--- config.mk ---
export PLATFORM = sky130hd
export DESIGN_NAME = crr_ctrl
export DESIGN_NICKNAME = d
export VERILOG_FILES = /design/src/rtl/core/crr_pkg.sv /design/src/rtl/core/crr_ctrl.sv
export SDC_FILE = /design/constraint.sdc
export NUM_CORES = 1
export LEC_CHECK = 0
export BUFFER_PORTS_ARGS = -buffer_cell sky130_fd_sc_hd__buf_2
export CORE_AREA = 3 3 40 42
export CTS_CLUSTER_DIAMETER = 150
export CTS_CLUSTER_SIZE = 20
export DETAILED_ROUTE_END_ITERATION = 10
export DIE_AREA = 0 0 43 45
export GPL_TIMING_DRIVEN = 0
export PLACE_DENSITY = 0.5
export REMOVE_ABC_BUFFERS = 1
export SYNTH_ARGS = -nofsm -noshare
export SYNTH_HDL_FRONTEND = slang
export SYNTH_SLANG_ARGS = --single-unit
--- constraint.sdc ---
create_clock -name i_clk -period 1.22 [get_ports i_clk]
set_input_delay 0.061 -clock i_clk [delete_from_list [all_inputs] [get_ports i_clk]]
set_output_delay 0.061 -clock i_clk [all_outputs]
set_load 0.03 [all_outputs]
--- src/rtl/core/crr_pkg.sv ---
// package: types and constants of the chained range remap unit
package crr_pkg;

    localparam int unsigned FIELD_W = 40;

    typedef enum logic [1:0] {
        OP_LOAD      = 2'd0,
        OP_CLEAR     = 2'd1,
        OP_TRANSLATE = 2'd2,
        OP_NONE      = 2'd3
    } t_opcode;

    typedef struct packed {
        logic [1:0]         opcode;
        logic [2:0]         stage_index;
        logic [4:0]         entry_index;
        logic [FIELD_W-1:0] source_start;
        logic [FIELD_W-1:0] dest_start;
        logic [FIELD_W-1:0] span_length;
        logic [FIELD_W-1:0] query_value;
    } t_in_item;

    typedef struct packed {
        logic [FIELD_W-1:0] mapped_value;
        logic [FIELD_W-1:0] minimum_so_far;
    } t_out_item;

    typedef enum logic [2:0] {
        ST_IDLE,
        ST_SCAN,
        ST_APPLY,
        ST_MIN,
        ST_OUT
    } t_state;

    // controller to datapath
    typedef struct packed {
        logic take;
        logic load;
        logic clear;
        logic scan;
        logic apply;
        logic next_stage;
        logic min_upd;
        logic out_set;
    } t_cmd;

    // datapath to controller
    typedef struct packed {
        logic is_load;
        logic is_clear;
        logic is_translate;
        logic scan_last;
        logic stage_last;
    } t_status;

endpackage

--- src/rtl/core/crr_ctrl.sv ---
// controller: sequences load, clear and the stage scan of a translate
module crr_ctrl (
    input  logic             i_clk,
    input  logic             i_rst_n,
    input  logic             i_in_valid,
    output logic             o_in_ready,
    output logic             o_out_valid,
    input  logic             i_out_ready,
    input  crr_pkg::t_status i_status,
    output crr_pkg::t_cmd    o_cmd
);
    import crr_pkg::*;

    t_state r_state, n_state;
    logic   r_last, n_last;

    always_ff @(posedge i_clk) begin
        if (!i_rst_n) begin
            r_state <= ST_IDLE;
            r_last  <= 1'b0;
        end else begin
            r_state <= n_state;
            r_last  <= n_last;
        end
    end

    always_comb begin
        n_state     = r_state;
        n_last      = 1'b0;
        o_cmd       = '0;
        o_in_ready  = 1'b0;
        o_out_valid = 1'b0;
        case (r_state)
            ST_IDLE: begin
                o_in_ready = 1'b1;
                if (i_in_valid) begin
                    o_cmd.take = 1'b1;
                    n_state    = ST_APPLY;
                end
            end
            ST_APPLY: begin
                // decode the captured item
                if (i_status.is_load) begin
                    o_cmd.load = 1'b1;
                    n_state    = ST_MIN;
                end else if (i_status.is_clear) begin
                    o_cmd.clear = 1'b1;
                    n_state     = ST_MIN;
                end else if (i_status.is_translate) begin
                    o_cmd.scan = 1'b1;
                    n_last     = i_status.scan_last;
                    n_state    = ST_SCAN;
                end else begin
                    n_state = ST_MIN;
                end
            end
            ST_SCAN: begin
                o_cmd.apply = 1'b1;
                if (r_last) begin
                    if (i_status.stage_last) begin
                        n_state = ST_MIN;
                    end else begin
                        o_cmd.next_stage = 1'b1;
                        n_state          = ST_APPLY;
                    end
                end else begin
                    o_cmd.scan = 1'b1;
                    n_last     = i_status.scan_last;
                end
            end
            ST_MIN: begin
                o_cmd.min_upd = 1'b1;
                o_cmd.out_set = 1'b1;
                n_state       = ST_OUT;
            end
            ST_OUT: begin
                o_out_valid = 1'b1;
                if (i_out_ready) begin
                    n_state = ST_IDLE;
                end
            end
            default: n_state = ST_IDLE;
        endcase
    end
endmodule

==> results.yml, run 1 <==
synth:
  syn_inst: 31
  synth.area.top_cells: "dfxtp_1 (30%), nor3b_1 (8.3%), nand2b_1 (6.9%)"
  synth-edff-count: 0
  synth_seq_cells: 4
  synth_top_area_share_pct: 29.6
  async_flop_share_pct: 0
  synth.distinct_cells: 17
  synth_seq_area_share_pct: 29.6
  syn-cell-area_sq_um: 270
  ys_warn_count: 0
  postSynthAreaPerCell_sq_um: 8.72
  synth_top_area_cell: "dfxtp_1"
  synth.most_common_cell: "dfxtp_1"
  synthTopCellsByCount: "dfxtp_1 (4), nand2b_1 (3), nor2b_1 (3), nor3b_1 (3)"
  ys.flop_type: "dfxtp_1"
placed_design:
  place_congestion: 0.620
  postPlaceCellArea_sq_um: 364
  io_buffers: 18
job:
  maxCapViolCount: 0
worst_setup_path:
  path_cells: "nand2b_4 > a2bb2oi_4 > nor2_2 > buf_6"
  startpoint_type: "flip-flop"
  critPathBufInv: 1
  rr_startpoint: "r_state[1]"
  rr_endpoint: "r_last"
  crit_arrival_ns: 1.17
  worstSetupEndpoint: "o_cmd[4]"
  criticalPathCategory: "flip-flop to output port"
  cp-end-kind: "output port"
  slowest_delay_ns: 0.37
  r2r_slack_ns: 0.08
  critPathTopFamily: "flip-flops"
  startpoint: "r_state[1]"
  cp_max_fo: 8
  required_ns: 1.16
  reg2reg_depth: 4
  worst_path_max_delay_cell: "dfxtp_4"
  crit_cells: 4
layout:
  final_nets: 66
  diodes: 0
  syn_to_final_growth_pct: 97.2
  utilization_pct: 41.5
  drive_gt1_share_pct: 70.9
  fin_area_sq_um: 533
clocking:
  clk_latency_ns: 0.23
  clock_path_buffers: 2
  htreeDepth: 1
  clock_sink_count: 4
  root_buffer: "clkbuf_4"
  cts_hold_buf: 0
  tritoncts: "yes"
  numCtsBuffers: 3
  clk_pin_slew_worst_paths_ns: 0.04
sta:
  setup_tns_ns: -0.0256
  tightestPinTransition_ns: 0.512
  finalCritPeriodShare_pct: 101
  whs_ns: 0.112
  period_minus_slack_ns: 1.23
  rsz0062_at_grt: "true"
  fin_skew_ns: 0.00129
  fmax_mhz: 810
  finalWorstSetupSlack_ns: -0.0143
  report.final.slew_viol_count: 0
  final-setup-viol-count: 2
  max_slew_margin_pct: 65.8
  hold_violations: 0
grt:
  grt_antenna_before_repair: 0
  grt_pass1_wl_um: 1060
  grt_pass1_vias: 254
  grt_max_degree: 10
  track_usage_pct: 7.66
  grt_overflow_total: 0
power_and_ir_drop:
  peakVddDrop_v: 0.000514
  p_per_area_nw_per_um2: 1090
  finalPower_mw: 0.583
  p_leak_nw: 0.243
floorplan:
  ios: 19
  dieArea_sq_um: 1940
  floorplan.initialDensity_pct: 21.0
  fp.dieH_um: 45
  core_sq_um: 1280
  die_w_um: 43
  num_rows: 13
drt:
  viasPerCell: 4.39
  drt-total-wl_um: 812
  drtAntennaViolNets: 0
  drc_errors: 0
  vias: 307
  first_iter_violations: 0
  drt_pass1_iterations: 1
  detail_route.wl_per_cell_um: 11.6
outcome:
  failed_checks: "negative setup slack"
  status: "complete, but fails checks"
worst_hold_path:
  hold_class: "input port to flip-flop"
## cells by family after synthesis
logic type             count (synthesis)  synth area share (%)
flip-flops                             4                  29.6
buffers and inverters                  3                  6.94
AO/OA/AOI/OAI                          4                  10.6
multiplexers                           1                  3.70
AND/OR/NAND/NOR                       19                  49.1
## through the flow
stage          worst slack [ns]  instances
6_report                -0.0143         70
4_1_cts                 -0.0377         65
3_5_place_dp             0.0632         62
3_3_place_gp             0.0682         62
5_1_grt                 -0.0816         70
2_1_floorplan            -0.455         29
## how the worst min path moves through the flow
| stage | from | to | slack [ns] | cells after the start |
|---|---|---|---|---|
| floorplan | i_rst_n | r_state[2] | 0.19 | 1 |
| global placement | i_rst_n | r_state[2] | 0.34 | 2 |
| detailed placement | i_rst_n | r_state[2] | 0.34 | 2 |
| CTS | i_rst_n | r_state[2] | 0.1 | 2 |
| global route | i_status[1] | r_last | 0.12 | 2 |
| finish | i_rst_n | r_state[2] | 0.11 | 2 |
## sequential cells by signal, summed over array words and instances (netlist names)
register,count
r_state,3
r_last,1
## routing by layer
metal,GRT usage [%],up-vias,share of wire (%)
met2,11.4,13,51
met1,8.43,135,41
met3,1.59,0,7.6
met4,9.04,0,0
met5,0,-,0
li1,-,159,-
## layout make-up
type,count,area [sq um]
well taps,15,18.8
clock buffers,3,22.5
repair buffers,23,155
inverters,1,3.75
flip-flops and latches,4,91.3
fillers,136,752
multi-input cells,24,241
## power by group
| part | internal, mW | total [mW] | switching (mW) | leakage [nW] |
|---|---|---|---|---|
| logic | 0.120 | 0.246 | 0.126 | 0.194 |
| clock network | 0.110 | 0.161 | 0.0514 | 0.0138 |
| registers | 0.144 | 0.175 | 0.0309 | 0.0348 |
| total | 0.374 | 0.583 | 0.208 | 0.243 |
## cell usage in the layout (no fill, tap or decap)
cell,instances
a2bb2oi_4,1
nor3b_1,2
nor2b_1,2
buf_6,2
o21ai_0,1
inv_1,1
nand2b_1,1
dfxtp_4,3
nor3b_2,1
nor2b_4,1
dfxtp_1,1
a22o_1,1
o22ai_1,1
nor2_2,2
nor4bb_2,1
nor4b_4,1
nor3_2,1
nand2b_4,2
nor3_1,1
clkbuf_4,5
mux2i_1,1
and3b_1,2
and2_1,2
buf_2,10
buf_4,9
## worst reg2reg max path: stages (launching register included)
cell and delay [ns]:
dfxtp_4 0.37, nand2b_4 0.16, a2bb2oi_4 0.14, buf_4 0.16
nor4bb_2 0.23
## what timing repair did
| action | in CTS | in global routing |
|---|---|---|
| setup endpoints to repair | 9 | 8 |
| resized for setup | 14 | 15 |
| pin swaps | 0 | 2 |
| buffers inserted | 0 | 5 |
No activity file was read; power rests on OpenSTA's default activity.
==> inputs of run 2 (changes only) <==
Settings changed: ABC_AREA set to 1, PLACE_DENSITY 0.5 to 0.53.
==> run 2 against run 1 <==
Net effect:
- the flow now finishes without violations
- wire length is 3.7% lower
- maximum frequency is 2.3% higher
- hold slack worse by 0.0043 ns
- synthesized cell count is 58% higher
- highest routed layer unchanged
- global-route usage is 1.4 points higher
- clock-buffer cell count stayed put
- register-to-register slack better by 0.08 ns
- sequential power is 42% higher
- sequential cell count stayed put
- non-clock buffer count stayed put
- clock power hardly changed
==> results.yml, run 2 <==
layout:
  final_nets: 85
  diodes: 0
  fin_area_sq_um: 551
  drive_gt1_share_pct: 58.1
  syn_to_final_growth_pct: 84.9
  top_regs: "r_state: 3 flops, r_last: 1 flops"
  layout_common_cells: "inv_1 (11), buf_2 (11), buf_4 (9)"
  largest_reg_flops: 3
  largest-register: "r_state"
worst_setup_path:
  worst_path_max_delay_cell: "dfxtp_4"
  crit_arrival_ns: 1.15
  critPathTopFamily: "flip-flops"
  startpoint_type: "flip-flop"
  path_cells: "inv_6 > nor2_4 > nand3_2 > o21a_1 > inv_2 > buf_6"
  slowest_delay_ns: 0.37
  required_ns: 1.16
  cp-end-kind: "output port"
  critPathBufInv: 3
  cp_max_fo: 4
  criticalPathCategory: "flip-flop to output port"
drt:
  drt-total-wl_um: 782
  wl_met3_um: 45
  drt_pass1_iterations: 4
  viasPerCell: 4.16
  first_iter_violations: 5
  routed.top_layer: "met3"
  detail_route.wl_per_cell_um: 8.79
  drc_errors: 0
  drtAntennaViolNets: 0
  wl_met2_um: 442
  m1WireLength_um: 294
  vias: 370
sta:
  max_slew_margin_pct: 86.4
  hold_violations: 0
  report.final.slew_viol_count: 0
  period_minus_slack_ns: 1.21
  whs_ns: 0.108
  fmax_mhz: 829
  rsz0062_at_grt: "true"
  fin_skew_ns: 0.00628
  final-setup-viol-count: 0
  tightestPinTransition_ns: 0.203
  finalWorstSetupSlack_ns: 0.0133
  setup_tns_ns: 0
  finalCritPeriodShare_pct: 98.9
floorplan:
  die_w_um: 43
  ios: 19
  core_sq_um: 1280
  num_rows: 13
  floorplan.initialDensity_pct: 23.2
  fp.dieH_um: 45
  dieArea_sq_um: 1940
placed_design:
  postPlaceCellArea_sq_um: 399
  post-place-ws_ns: 0.0257
  place_congestion: 0.665
  dp_hpwl_um: 591
  io_buffers: 18
outcome:
  status: "finished clean"
synth:
  async_flop_share_pct: 0
  syn_inst: 49
  synthTopCellsByCount: "inv_1 (13), nand2_1 (8), nand3_1 (6)"
  synth.area.top_cells: "dfxtp_1 (27%), inv_1 (16%), nand3_1 (10%)"
  synth_seq_cells: 4
  syn-cell-area_sq_um: 298
  ys_warn_count: 0
  postSynthAreaPerCell_sq_um: 6.08
  synth_top_area_share_pct: 26.9
  synth_top_area_cell: "dfxtp_1"
  synth.most_common_cell: "inv_1"
  synth.distinct_cells: 14
  synth_seq_area_share_pct: 26.9
  synth-edff-count: 0
  ys.flop_type: "dfxtp_1"
clocking:
  htreeDepth: 1
  numCtsBuffers: 3
  tritoncts: "yes"
  cts_hold_buf: 0
  clk_pin_slew_worst_paths_ns: 0.04
  clock_path_buffers: 2
  clk_latency_ns: 0.23
  root_buffer: "clkbuf_4"
  clock_sink_count: 4
grt:
  grt_antenna_before_repair: 0
  grt_overflow_total: 0
  grt_max_degree: 7
  track_usage_pct: 9.09
  grt_pass1_vias: 333
  grt_pass1_wl_um: 1300
power_and_ir_drop:
  finalPower_mw: 1.15
  p_leak_nw: 0.301
  peakVddDrop_v: 0.000837
  p_per_area_nw_per_um2: 2090
job:
  maxCapViolCount: 0
worst_hold_path:
  hold_class: "input port to flip-flop"
run 2: metrics by stage:
stage	std cells	utilization [%]
after global placement	81	31.1
after CTS	87	39.0
after global routing	89	42.8
final	89	42.8
after detailed placement	81	31.1
after floorplan	48	-
run 2: final cells by class:
| type | count | area, sq um |
|---|---|---|
| multi-input cells | 30 | 199 |
| well taps | 15 | 18.8 |
| repair buffers | 23 | 156 |
| fillers | 136 | 734 |
| clock buffers | 3 | 22.5 |
| inverters | 14 | 62.6 |
| flip-flops and latches | 4 | 91.3 |
run 2: power breakdown:
group	total, mW	internal [mW]	switching [mW]
clock network	0.158	0.110	0.0483
logic	0.745	0.293	0.452
registers	0.249	0.182	0.0675
total	1.15	0.585	0.568
run 2: kinds of logic (layout without fill, tap and decap cells):
kind of cell,count (synthesis),after routing,share of synthesized area [%]
AOI/OAI and AO/OA,3,3,6.72
and+or+nand+nor,27,27,46.2
buffers and inverters,15,40,20.2
DFF,4,4,26.9
run 2: repair_timing:
item | in CTS | in global routing
pin swaps | 2 | 2
setup endpoints to repair | 8 | 7
gates resized for setup | 20 | 12
setup buffers | 3 | 2
run 2: final timing paths:
check	startpoint	endpoint	slack [ns]	cells past startpoint
worst max-delay path	r_state[0]	o_cmd[4]	0.01	6
worst min register to register	r_state[2]	r_state[2]	0.54	2
worst max register to register	r_state[0]	r_state[0]	0.16	8
worst min-delay path	i_rst_n	r_state[2]	0.11	3
run 2: worst min-delay path, delay by kind of cell:
| family | cells | cell delay (ns) |
|---|---|---|
| AO/OA/AOI/OAI | 1 | 0.04 |
| buffers and inverters | 2 | 0.19 |
run 2: routing by layer:
| metal | GRT usage [%] | up-vias |
|---|---|---|
| met4 | 5.42 | 0 |
| met3 | 3.98 | 0 |
| met1 | 9.93 | 161 |
| met2 | 14.7 | 7 |
| met5 | 0 | - |
| li1 | - | 202 |
